<file path="src/design/sm_pkg.sv">
// Shared types and constants for the int8 softmax lookup block.
// No dependencies; sm_ctrl, sm_dp and int8_softmax_lut import this package.
`default_nettype none
package sm_pkg;

    localparam int EXP_W   = 32;   // table entry width, unsigned Q16.16
    localparam int SUM_W   = 38;   // row sum width
    localparam int DEN_W   = 64;   // denominator width kept for division
    localparam int NUM_W   = 49;   // table entry shifted left by 17
    localparam int NUM_SH  = 17;
    localparam int TIDX_W  = 8;
    localparam int CNT_W   = 6;    // divider step counter
    localparam int CH_W    = 7;
    localparam int ADDR_W  = 4;
    localparam int DATA_W  = 32;

    localparam logic [1:0] REG_CHANNELS   = 2'd0;
    localparam logic [1:0] REG_SCALE      = 2'd1;
    localparam logic [1:0] REG_ZERO_POINT = 2'd2;

    localparam logic [CH_W-1:0]   CHANNELS_RST = 7'd1;
    localparam logic [EXP_W-1:0]  SCALE_RST    = 32'd65536;
    localparam logic signed [7:0] SAT_MAX      = 8'sd127;
    localparam logic signed [7:0] SAT_MIN      = -8'sd128;

    localparam logic OP_TABLE = 1'b0;
    localparam logic OP_DATA  = 1'b1;

    typedef struct packed {
        logic load_table;
        logic store_elem;
        logic accum;
        logic mul_lo;
        logic mul_hi;
        logic den_load;
        logic div_init;
        logic div_step;
        logic emit;
    } cmd_t;

    typedef struct packed {
        logic row_done;
        logic div_done;
        logic out_free;
        logic row_end;
    } stat_t;

endpackage
`default_nettype wire

</file>
<file path="src/design/sm_ctrl.sv">
// Sequencer for the softmax block: accumulation, denominator and per-element division.
// Depends on sm_pkg.
`default_nettype none
module sm_ctrl (
    input  wire logic          clk,
    input  wire logic          rst_n,
    input  wire logic          item_valid,
    input  wire logic          item_op,
    output logic               item_ready,
    input  wire sm_pkg::stat_t stat,
    output sm_pkg::cmd_t       cmd
);
    import sm_pkg::*;

    typedef enum logic [9:0] {
        ST_IDLE     = 10'b0000000001,
        ST_ACCUM    = 10'b0000000010,
        ST_MUL_LO   = 10'b0000000100,
        ST_MUL_HI   = 10'b0000001000,
        ST_DEN      = 10'b0000010000,
        ST_RD_ROW   = 10'b0000100000,
        ST_RD_EXP   = 10'b0001000000,
        ST_DIV_INIT = 10'b0010000000,
        ST_DIV      = 10'b0100000000,
        ST_EMIT     = 10'b1000000000
    } state_t;

    state_t state_reg, state_next;
    logic   accept;

    assign item_ready = (state_reg == ST_IDLE);
    assign accept     = item_valid && item_ready;

    always_comb
    begin
        state_next = state_reg;
        cmd        = '0;
        case (state_reg)
            ST_IDLE:
            begin
                cmd.load_table = accept && (item_op == OP_TABLE);
                cmd.store_elem = accept && (item_op == OP_DATA);
                if (accept && (item_op == OP_DATA))
                begin
                    state_next = ST_ACCUM;
                end
            end
            ST_ACCUM:
            begin
                cmd.accum  = 1'b1;
                state_next = stat.row_done ? ST_MUL_LO : ST_IDLE;
            end
            ST_MUL_LO:
            begin
                cmd.mul_lo = 1'b1;
                state_next = ST_MUL_HI;
            end
            ST_MUL_HI:
            begin
                cmd.mul_hi = 1'b1;
                state_next = ST_DEN;
            end
            ST_DEN:
            begin
                cmd.den_load = 1'b1;
                state_next   = ST_RD_ROW;
            end
            ST_RD_ROW:
            begin
                state_next = ST_RD_EXP;
            end
            ST_RD_EXP:
            begin
                state_next = ST_DIV_INIT;
            end
            ST_DIV_INIT:
            begin
                cmd.div_init = 1'b1;
                state_next   = ST_DIV;
            end
            ST_DIV:
            begin
                cmd.div_step = 1'b1;
                if (stat.div_done)
                begin
                    state_next = ST_EMIT;
                end
            end
            ST_EMIT:
            begin
                if (stat.out_free)
                begin
                    cmd.emit   = 1'b1;
                    state_next = stat.row_end ? ST_IDLE : ST_RD_ROW;
                end
            end
            default:
            begin
                state_next = ST_IDLE;
            end
        endcase
    end

    always_ff @(posedge clk or negedge rst_n)
    begin
        if (!rst_n)
        begin
            state_reg <= ST_IDLE;
        end
        else
        begin
            state_reg <= state_next;
        end
    end
endmodule
`default_nettype wire

</file>
<file path="config.mk">
export PLATFORM = sky130hd
export DESIGN_NAME = sm_ctrl
export DESIGN_NICKNAME = d
export VERILOG_FILES = /design/src/design/sm_pkg.sv /design/src/design/sm_ctrl.sv
export SDC_FILE = /design/constraint.sdc
export NUM_CORES = 1
export LEC_CHECK = 0
export ABC_AREA = 1
export BUFFER_PORTS_ARGS = -buffer_cell sky130_fd_sc_hd__buf_2
export CAP_MARGIN = 40
export CELL_PAD_IN_SITES_DETAIL_PLACEMENT = 1
export CELL_PAD_IN_SITES_GLOBAL_PLACEMENT = 2
export CORE_MARGIN = 5
export CORE_UTILIZATION = 27
export DETAILED_ROUTE_END_ITERATION = 10
export PLACE_DENSITY = 0.81
export SLEW_MARGIN = 20
export SYNTH_ARGS = -nofsm -noshare
export SYNTH_HDL_FRONTEND = slang
export SYNTH_SLANG_ARGS = --single-unit
</file>
<file path="constraint.sdc">
create_clock -name clk -period 1.8 [get_ports clk]
set_input_delay 0.36 -clock clk [delete_from_list [all_inputs] [get_ports clk]]
set_output_delay 0.36 -clock clk [all_outputs]
set_load 0.005 [all_outputs]
</file>
; After elaboration in Yosys (flattened, before gate mapping)
; Cells that the tools add are included.
[op_classes]
mux = 15
n_eq_ne = 13
n_bitwise = 1
n_reduce_logical = 4
[op_table]
columns = cell, count
row1 = $pmux 10 s10, 1
row2 = $mux 10, 3
row3 = $eq 10x1->1 const B, 1
row4 = $eq 10x10->1 const B, 1
row5 = $eq 10x2->1 const B, 1
row6 = $eq 10x3->1 const B, 1
row7 = $eq 10x4->1 const B, 1
row8 = $eq 10x5->1 const B, 1
row9 = $eq 10x6->1 const B, 1
row10 = $eq 10x7->1 const B, 1
row11 = $eq 10x8->1 const B, 1
row12 = $eq 10x9->1 const B, 1
row13 = $mux 1, 8
row14 = $mux 6, 1
row15 = $ne 2x2->1 const B, 2
row16 = $logic_and 1x1->1, 3
row17 = $mux 3, 1
row18 = $reduce_and 3->1, 1
row19 = $mux 2, 1
row20 = $ne 2x1->1 const B, 1
row21 = $not 1->1, 1
[totals]
word_cells = 34
input_bits = 8
ff_bits = 10

; Logic depth before layout (Yosys ltp)
; Gate-level depths: netlist of the first run.
[logic_depth]
depth_word = 5
depth_mapped = 8

; Least setup slack after synthesis of the first run
; No wires, ideal clock.
[synth_timing]
path_kind = register to output
from = register state_reg[0]
to = output cmd[7] (netlist bit)
slack_ns = 0.415
path_stages_with_launch = 7
required_time_ns = 1.440
arrival_ns = 1.025
n_path_buf = 0
path_cell_list = dfstp_2 -> inv_1 -> nor2_1 -> nand3_1 -> inv_1 -> nand2_1 -> nor2_1
[synth_lines]
columns = item, line
row1 = "start, declared", sm_ctrl.sv:28  ; state_t state_reg, state_next;
row2 = "start signal, assigned", sm_ctrl.sv:112  ; state_reg <= state_next;
row3 = "end, declared", sm_ctrl.sv:11  ; output sm_pkg::cmd_t cmd

==> results of run 1 <==
==> through the flow <==
step / cell area (µm²) / hold WS (ps) / util, % / total power [mW] / setup WS, ps
floorplan: 683 / 64.4 / - / 0.442 / 415
global placement: 806 / 233 / 32.8 / 0.516 / 284
detailed placement: 806 / 235 / 32.8 / 0.525 / 246
CTS: 895 / 308 / 36.4 / 0.722 / -8.18
global route: 1050 / 333 / 42.6 / 0.855 / -64.5
finish: 1050 / 312 / 42.6 / 0.796 / 5.32
==> metal layers <==
metal / share of wire [%] / up-vias
li1: - / 393
met2: 54 / 11
met3: 2.1 / 4
met5: 0 / -
met1: 42 / 364
met4: 2.2 / 0
==> critical path: stages, from the launching register on <==
cell,delay (ps)
dfrtp_1,430
buf_4,150
nor2_2,150
nand3_2,100
inv_2,80
nand2_4,60
nor2_2,70
buf_2,110
==> path summary, 6_finish.rpt <==
| check | start | end | slack (ps) | cells past startpoint |
|---|---|---|---|---|
| max | state_reg[1]$_DFFE_PN0P_ | cmd[8] | 5 | 7 |
| min | stat[3] | state_reg[2]$_DFFE_PN0P_ | 310 | 3 |
| max reg2reg | state_reg[0]$_DFFE_PN1P_ | state_reg[0]$_DFFE_PN1P_ | 370 | 10 |
| min reg2reg | state_reg[9]$_DFFE_PN0P_ | state_reg[9]$_DFFE_PN0P_ | 650 | 3 |
| max in group asynchronous | rst_n | state_reg[0]$_DFFE_PN1P_ | 1070 | 2 |
| min in group asynchronous | rst_n | state_reg[1]$_DFFE_PN0P_ | 460 | 2 |
==> kinds of logic after synthesis <==
logic type	synth area share (%)
AOI/OAI and AO/OA	5.13
DFF	36.8
buffers and inverters	15.9
and+or+nand+nor	42.1
==> layout make-up <==
type | count | area share [%]
clock buffers | 4 | 2.51
well taps | 30 | 3.59
multi-input cells | 70 | 38.5
flip-flops and latches | 10 | 24.0
repair buffers | 34 | 20.9
inverters | 29 | 10.4
==> cells in the final DEF (no fill, tap or decap), types with 2 or more instances in the layout <==
cell type / synthesis / final
nor2_4: 1 / 5
o21ai_0: 2 / 2
nand2_1: 25 / 19
dfrtp_1: 9 / 9
a21oi_2: 2 / 2
clkbuf_4: 0 / 3
inv_1: 29 / 22
nand2_2: 3 / 7
nand2_4: 0 / 2
buf_4: 0 / 15
nor2_2: 3 / 7
nand3_2: 1 / 4
buf_2: 0 / 17
inv_2: 0 / 7
nor2_1: 23 / 15
nand3_1: 7 / 4
==> what timing repair did <==
item                                    4_1_cts  5_1_grt
hold buffers                                  1        0
endpoints found under the hold margin         9        0
resized for setup                             6       25
pin swaps                                     3       10
setup buffers                                 5       11
gates cloned                                  0        0
endpoints found under the setup margin        2        9
==> power by group through the flow <==
stage,Sequential [mW],Combinational (mW),Clock [mW]
6_report,0.264,0.357,0.175
5_1_grt,0.266,0.396,0.193
4_1_cts,0.259,0.282,0.181
3_5_place_dp,0.263,0.262,0
3_3_place_gp,0.263,0.254,0
2_1_floorplan,0.261,0.181,0
==> results.py, run 1 <==
metrics = {
    "outcome": {
        "status": "finished clean",
    },
    "yosys": {
        "yosysMostFrequentCell": "inv_1",
        "synth.top_cells.by_count": "inv_1, nand2_1, nor2_1, dfrtp_1, nand3_1",
        "yosys_warnings": 0,
        "synth-seq-cells": 10,
        "synthArstFlopShare_pct": 100,
        "syn_avg_cell_area_um2": 6.27,
        "synth-main-ff-cell": "dfrtp_1",
        "synth-seq-area-share_pct": 36.8,
        "yosysUniqueCellTypes": 15,
        "syn_nets": 117,
        "synth_top_area_share_pct": 33.0,
        "synth_edf_count": 0,
        "syn_inst": 109,
        "synth_top_cell_by_area": "dfrtp_1",
        "synth_area_leaders": "dfrtp_1, inv_1, nand2_1",
        "syn_area_um2": 683,
    },
    "clock_tree": {
        "cts_tree": "done",
        "htreeDepth": 1,
        "cts.reportedPaths.clkPinSlew_ps": 80,
        "root_buffer": "clkbuf_4",
        "cts_buffer_depth": 2,
        "cts_buffers": 3,
        "cts_num_sinks": 10,
        "clk_latency_ps": 280,
    },
    "cells_and_area": {
        "fillerInstances": 333,
        "syn_to_final_growth_pct": 53.1,
        "layout-drive-gt1-share_pct": 48.3,
        "largest_reg_flops": 10,
        "final_nets": 156,
        "multi_input_area_um2": 403,
        "antennaDiodeCount": 0,
        "final_cells": 177,
        "register_area_um2": 251,
    },
    "sta": {
        "tns_ps": 0,
        "final-max-slew-violation-count": 0,
        "setup_viol_count_final": 0,
        "finClkSkew_ps": 15.2,
        "slew_headroom_pct": 84.4,
        "rsz0062_at_grt": "true",
        "fmax_mhz": 557,
        "worst_pin_slew_ps": 234,
        "hold_violations": 0,
        "min_period_over_period_pct": 99.7,
        "fin_crit_ps": 1790,
    },
    "setup_path": {
        "end_kind": "primary output",
        "crit_fanout": 4,
        "worstSetupPathType": "flip-flop to primary output",
        "critPathLaunchType": "flip-flop",
        "crit_required_ps": 1440,
        "worst_ep_arrival_time_ps": 1430,
    },
    "route": {
        "post_drt_wl_per_cell_um": 12.1,
        "drt-total-wl_um": 2130,
        "via_count": 772,
        "avgViaCountPerCell": 4.36,
        "drt_pass1_iterations": 2,
        "detail_route.iter0.violations": 16,
        "ant_nets": 0,
        "drc": 0,
    },
    "floorplan": {
        "core_um2": 2450,
        "row_count": 18,
        "die_h_um": 60.3,
        "start_util_pct": 27.8,
        "die_w_um": 60.3,
        "ios": 18,
        "die_area_um2": 3640,
    },
    "grt": {
        "grtUsageMet3_pct": 1.08,
        "grt_util_all_layers_pct": 12.1,
        "overflow": 0,
        "met2_usage_pct": 21.0,
        "grt_pass1_wl_um": 3260,
        "grt_pass1_vias": 784,
        "antenna_found_initial": 0,
        "top_usage_layer": "met2",
        "grtUsageMet1_pct": 14.0,
        "grt_max_degree": 11,
    },
    "pwr": {
        "leakagePower_nw": 0.664,
        "pwr-share-comb_pct": 44.9,
        "pwr-share-seq_pct": 33.1,
        "p_sw_share_pct": 39.4,
        "internal-power_mw": 0.482,
        "peakVddDrop_mv": 0.364,
        "p_clk_share_pct": 21.9,
        "p_per_area_nw_per_um2": 761,
        "switching_power_mw": 0.314,
    },
    "placement": {
        "gp_congestion": 0.693,
        "place_hpwl_um": 1560,
        "dp.cells": 156,
        "io_buffers": 17,
    },
    "hold_path": {
        "min_path_type": "primary input to flip-flop",
    },
    "flow_run": {
        "max_cap_violations": 0,
    },
}
Power figures use the tool's default switching activity.
==> inputs of run 2 (changes only) <==
- CELL_PAD_IN_SITES_DETAIL_PLACEMENT: 1 -> 0
- CELL_PAD_IN_SITES_GLOBAL_PLACEMENT: 2 -> 1
- CORE_UTILIZATION: 27 -> 36
- PLACE_DENSITY: 0.81 -> 0.82
==> results.py, run 2 (synthesis gave the netlist of run 1 again) <==
metrics = {
    "grt": {
        "grt_pass1_vias": 663,
        "antenna_found_initial": 0,
        "overflow": 0,
        "met2_usage_pct": 23.5,
        "grt_util_all_layers_pct": 13.1,
        "grt_max_degree": 11,
        "top_usage_layer": "met2",
        "grtUsageMet1_pct": 15.0,
        "grtUsageMet3_pct": 3.88,
        "grt_pass1_wl_um": 2640,
    },
    "pwr": {
        "p_per_area_nw_per_um2": 847,
        "p_sw_share_pct": 36.6,
        "leakagePower_nw": 0.645,
        "pwr-share-comb_pct": 43.6,
        "p_clk_share_pct": 24.4,
        "peakVddDrop_mv": 0.529,
        "internal-power_mw": 0.528,
        "pwr-share-seq_pct": 32.0,
        "switching_power_mw": 0.304,
    },
    "flow_run": {
        "max_cap_violations": 0,
    },
    "cells_and_area": {
        "fin_area_um2": 983,
        "largest_reg_flops": 10,
        "layout-drive-gt1-share_pct": 40.8,
        "antennaDiodeCount": 0,
        "final_cells": 167,
        "final_common_cell": "inv_1",
        "post-route-util_pct": 55.7,
        "syn_to_final_growth_pct": 44.0,
        "final_cell_mix": "inv_1, nand2_1, buf_2",
        "final_nets": 151,
    },
    "setup_path": {
        "cpMaxStageDelayCell": "dfrtp_1",
        "cp_slowest_stage_delay_ps": 460,
        "critPathLaunchType": "flip-flop",
        "path_cells": "nor2_4, nand2_4, nor2_4, nand2_2, nor2_1, buf_2",
        "crit_required_ps": 1440,
        "worst_ep_arrival_time_ps": 1440,
        "reg2reg_depth": 8,
        "end_kind": "primary output",
        "crit_fanout": 5,
        "critPathMostFrequentCell": "nor2_4",
        "worstSetupPathType": "flip-flop to primary output",
    },
    "sta": {
        "finClkSkew_ps": 1.11,
        "fmax_mhz": 556,
        "tns_ps": 0,
        "min_period_over_period_pct": 99.9,
        "setup_viol_count_final": 0,
        "slew_headroom_pct": 80.9,
        "hold_ws_ps": 305,
        "hold_violations": 0,
        "worst_pin_slew_ps": 285,
        "fin_crit_ps": 1800,
        "final-max-slew-violation-count": 0,
        "rsz0062_at_grt": "true",
    },
    "clock_tree": {
        "htreeDepth": 1,
        "clk_latency_ps": 270,
        "cts_buffers": 3,
        "cts.reportedPaths.clkPinSlew_ps": 70,
        "cts_num_sinks": 10,
        "cts_tree": "done",
        "cts_buffer_depth": 2,
        "root_buffer": "clkbuf_4",
    },
    "floorplan": {
        "start_util_pct": 38.7,
        "die_w_um": 53.6,
        "die_h_um": 53.6,
        "row_count": 15,
        "core_um2": 1760,
        "die_area_um2": 2870,
        "ios": 18,
    },
    "placement": {
        "place_hpwl_um": 1330,
        "gp_congestion": 0.804,
        "io_buffers": 17,
        "placedInstanceArea_um2": 800,
        "dp.cells": 151,
    },
    "hold_path": {
        "hold_depth": 3,
        "min_path_type": "primary input to flip-flop",
    },
    "route": {
        "ant_nets": 0,
        "avgViaCountPerCell": 4.37,
        "drt-total-wl_um": 1710,
        "drt_pass1_iterations": 2,
        "detail_route.iter0.violations": 9,
        "post_drt_wl_per_cell_um": 10.3,
        "drc": 0,
        "via_count": 730,
    },
    "outcome": {
        "status": "finished clean",
    },
}
run 2: worst max-delay path: cells and delay by family (launching register included):
kind	cells	cell delay (ps)
flip-flops	1	460
AND/OR/NAND/NOR	5	590
buffers and inverters	1	120
run 2: repair_timing:
item	CTS	global route
setup endpoints to repair	2	8
gates resized for setup	0	19
gates cloned	0	0
endpoints found under the hold margin	9	0
setup buffers	4	7
hold buffers	1	0
pin swaps	1	6
run 2: worst paths after layout:
path	slack [ps]	end	startpoint
max	2	cmd[0]	state_reg[1]$_DFFE_PN0P_
min	310	state_reg[2]$_DFFE_PN0P_	stat[3]
min reg2reg	650	state_reg[9]$_DFFE_PN0P_	state_reg[9]$_DFFE_PN0P_
max in group asynchronous	1070	state_reg[0]$_DFFE_PN1P_	rst_n
max reg2reg	310	state_reg[0]$_DFFE_PN1P_	state_reg[1]$_DFFE_PN0P_
min in group asynchronous	480	state_reg[2]$_DFFE_PN0P_	rst_n
run 2: area by class of cell:
type                    count  area, µm²
clock buffers               4       36.3
fillers                   193        781
inverters                  29        109
multi-input cells          70        378
flip-flops and latches     10        251
well taps                  25       31.3
repair buffers             29        178
run 2: power groups by stage:
stage / registers [mW] / logic [mW] / clock network (mW)
floorplan: 0.261 / 0.181 / 0
global placement: 0.262 / 0.258 / 0
detailed placement: 0.263 / 0.255 / 0
global route: 0.268 / 0.408 / 0.212
CTS: 0.258 / 0.259 / 0.208
finish: 0.266 / 0.363 / 0.203
run 2: layer usage:
layer	up-vias	part of all wire, %
li1	389	-
met1	323	44
met2	16	51
met3	2	4.7
met4	0	0.58
met5	-	0
run 2: per-stage QoR:
step                total power [mW]  setup WS [ps]
finish                         0.833           2.07
global route                   0.888          -94.3
CTS                            0.725           1.20
detailed placement             0.517            277
global placement               0.520            299
floorplan                      0.442            415
==> inputs of run 3 (changes only) <==
- RECOVER_POWER: unset -> 50
- REMOVE_ABC_BUFFERS: unset -> 1
==> results.py, run 3 (synthesis gave the netlist of run 1 again) <==
metrics = {
    "hold_path": {
        "worstHoldStart": "stat[3]",
        "hold_depth": 3,
        "hold-path-endpoint": "state_reg[2]$_DFFE_PN0P_",
        "min_path_type": "primary input to flip-flop",
    },
    "sta": {
        "min_period_over_period_pct": 99.9,
        "hold_violations": 0,
        "setup_viol_count_final": 0,
        "slew_headroom_pct": 62.9,
        "fmax_mhz": 556,
        "fin_crit_ps": 1800,
        "finClkSkew_ps": 1.11,
        "worst_pin_slew_ps": 556,
        "hold_ws_ps": 305,
        "final-max-slew-violation-count": 0,
        "rsz0062_at_grt": "true",
    },
    "clock_tree": {
        "cts_buffers": 3,
        "cts_num_sinks": 10,
        "cts_buffer_depth": 2,
        "cts.reportedPaths.clkPinSlew_ps": 70,
        "cts_tree": "done",
        "root_buffer": "clkbuf_4",
        "clk_latency_ps": 270,
        "htreeDepth": 1,
    },
    "setup_path": {
        "ff2ff_setup_slack_ps": 310,
        "reg2reg_depth": 8,
        "crit_required_ps": 1440,
        "critPathBufInv": 1,
        "crit_family": "simple AND/OR/NAND/NOR gates",
        "r2r-start": "state_reg[1]$_DFFE_PN0P_",
        "cp_slowest_stage_delay_ps": 460,
        "path_cells": "nor2_4, nand2_4, nor2_4, nand2_2, nor2_1, buf_2",
        "critPathMostFrequentCell": "nor2_4",
        "end_kind": "primary output",
        "cpMaxStageDelayCell": "dfrtp_1",
        "critPathLaunchType": "flip-flop",
        "worst_ep_arrival_time_ps": 1440,
        "timing.rr.end": "state_reg[0]$_DFFE_PN1P_",
        "crit_fanout": 5,
        "crit_start": "state_reg[1]$_DFFE_PN0P_",
        "worstSetupPathType": "flip-flop to primary output",
    },
    "floorplan": {
        "die_w_um": 53.6,
        "start_util_pct": 38.7,
        "die_area_um2": 2870,
        "row_count": 15,
        "die_h_um": 53.6,
        "core_um2": 1760,
        "ios": 18,
    },
    "pwr": {
        "p_sw_share_pct": 36.6,
        "internal-power_mw": 0.528,
        "leakagePower_nw": 0.643,
        "pwr-share-seq_pct": 32.0,
        "p_per_area_nw_per_um2": 848,
        "peakVddDrop_mv": 0.529,
        "p_clk_share_pct": 24.4,
        "pwr-share-comb_pct": 43.6,
        "switching_power_mw": 0.305,
    },
    "cells_and_area": {
        "final_cell_mix": "inv_1, nand2_1, nor2_1, buf_2, buf_4",
        "register_area_um2": 251,
        "largest_reg_flops": 10,
        "multi_input_area_um2": 378,
        "fillerInstances": 194,
        "final_common_cell": "inv_1",
        "syn_to_final_growth_pct": 43.8,
        "antennaDiodeCount": 0,
        "final_nets": 151,
        "layout-drive-gt1-share_pct": 40.1,
        "final_cells": 167,
    },
    "route": {
        "via_count": 730,
        "post_drt_wl_per_cell_um": 10.3,
        "ant_nets": 0,
        "avgViaCountPerCell": 4.37,
        "drt-total-wl_um": 1710,
        "drt_pass1_iterations": 2,
        "drc": 0,
        "detail_route.iter0.violations": 9,
    },
    "grt": {
        "antenna_found_initial": 0,
        "grt_max_degree": 11,
        "grt_util_all_layers_pct": 13.1,
        "grt_pass1_wl_um": 2640,
        "grt_pass1_vias": 663,
        "overflow": 0,
    },
    "placement": {
        "dp.cells": 151,
        "place_hpwl_um": 1330,
        "gp_congestion": 0.804,
        "io_buffers": 17,
    },
    "outcome": {
        "status": "finished clean",
    },
    "flow_run": {
        "max_cap_violations": 0,
    },
}
==> run 3: layout make-up <==
cell class / count / share of cell area [%]
inverters: 29 / 11.1
multi-input cells: 70 / 38.5
well taps: 25 / 3.18
flip-flops and latches: 10 / 25.6
clock buffers: 4 / 3.69
repair buffers: 29 / 18.0
==> run 3: stage by stage <==
step	instance area (µm²)	worst slack, ps	TNS [ps]	util, %	power, mW
2_1_floorplan	683	415	0	-	0.442
3_3_place_gp	800	299	0	45.3	0.520
3_5_place_dp	800	277	0	45.3	0.517
4_1_cts	876	1.20	0	49.6	0.725
5_1_grt	982	-94.3	-283	55.7	0.888
6_report	982	2.07	0	55.7	0.833
==> run 3: per-layer routing <==
metal	part of all wire, %	vias up	GRT usage, %
li1	-	389	-
met1	44	323	15.0
met2	51	16	23.5
met3	4.7	2	3.88
met4	0.58	0	3.83
met5	0	-	0
==> run 3: worst max-delay path by stage <==
| stage | to | slack, ps | cells past startpoint |
|---|---|---|---|
| finish | cmd[0] | 2 | 6 |
| global route | cmd[0] | -90 | 6 |
| floorplan | cmd[7] | 420 | 6 |
| detailed placement | cmd[8] | 280 | 8 |
| CTS | cmd[8] | 1 | 7 |
| global placement | cmd[7] | 300 | 8 |
==> run 3: worst reg2reg max path, cell delays in order (launching register included) <==
cell	delay (ps)
dfrtp_1	460
nor2_4	160
nand2_4	80
nor2_4	180
buf_4	140
nand3_1	100
nand3_2	140
nor2_1	60
a21oi_2	110
==> run 3: power groups by stage <==
stage / Clock [mW] / Sequential [mW] / Combinational, mW
finish: 0.203 / 0.266 / 0.363
global route: 0.212 / 0.268 / 0.408
CTS: 0.208 / 0.258 / 0.259
detailed placement: 0 / 0.263 / 0.255
global placement: 0 / 0.262 / 0.258
floorplan: 0 / 0.261 / 0.181
==> run 3: repair_timing <==
action | in CTS | in global routing
hold endpoints to repair | 9 | 0
endpoints found under the setup margin | 2 | 8
gates resized for setup | 0 | 19
hold buffers | 1 | 0
pin swaps | 1 | 6
buffers inserted | 4 | 7
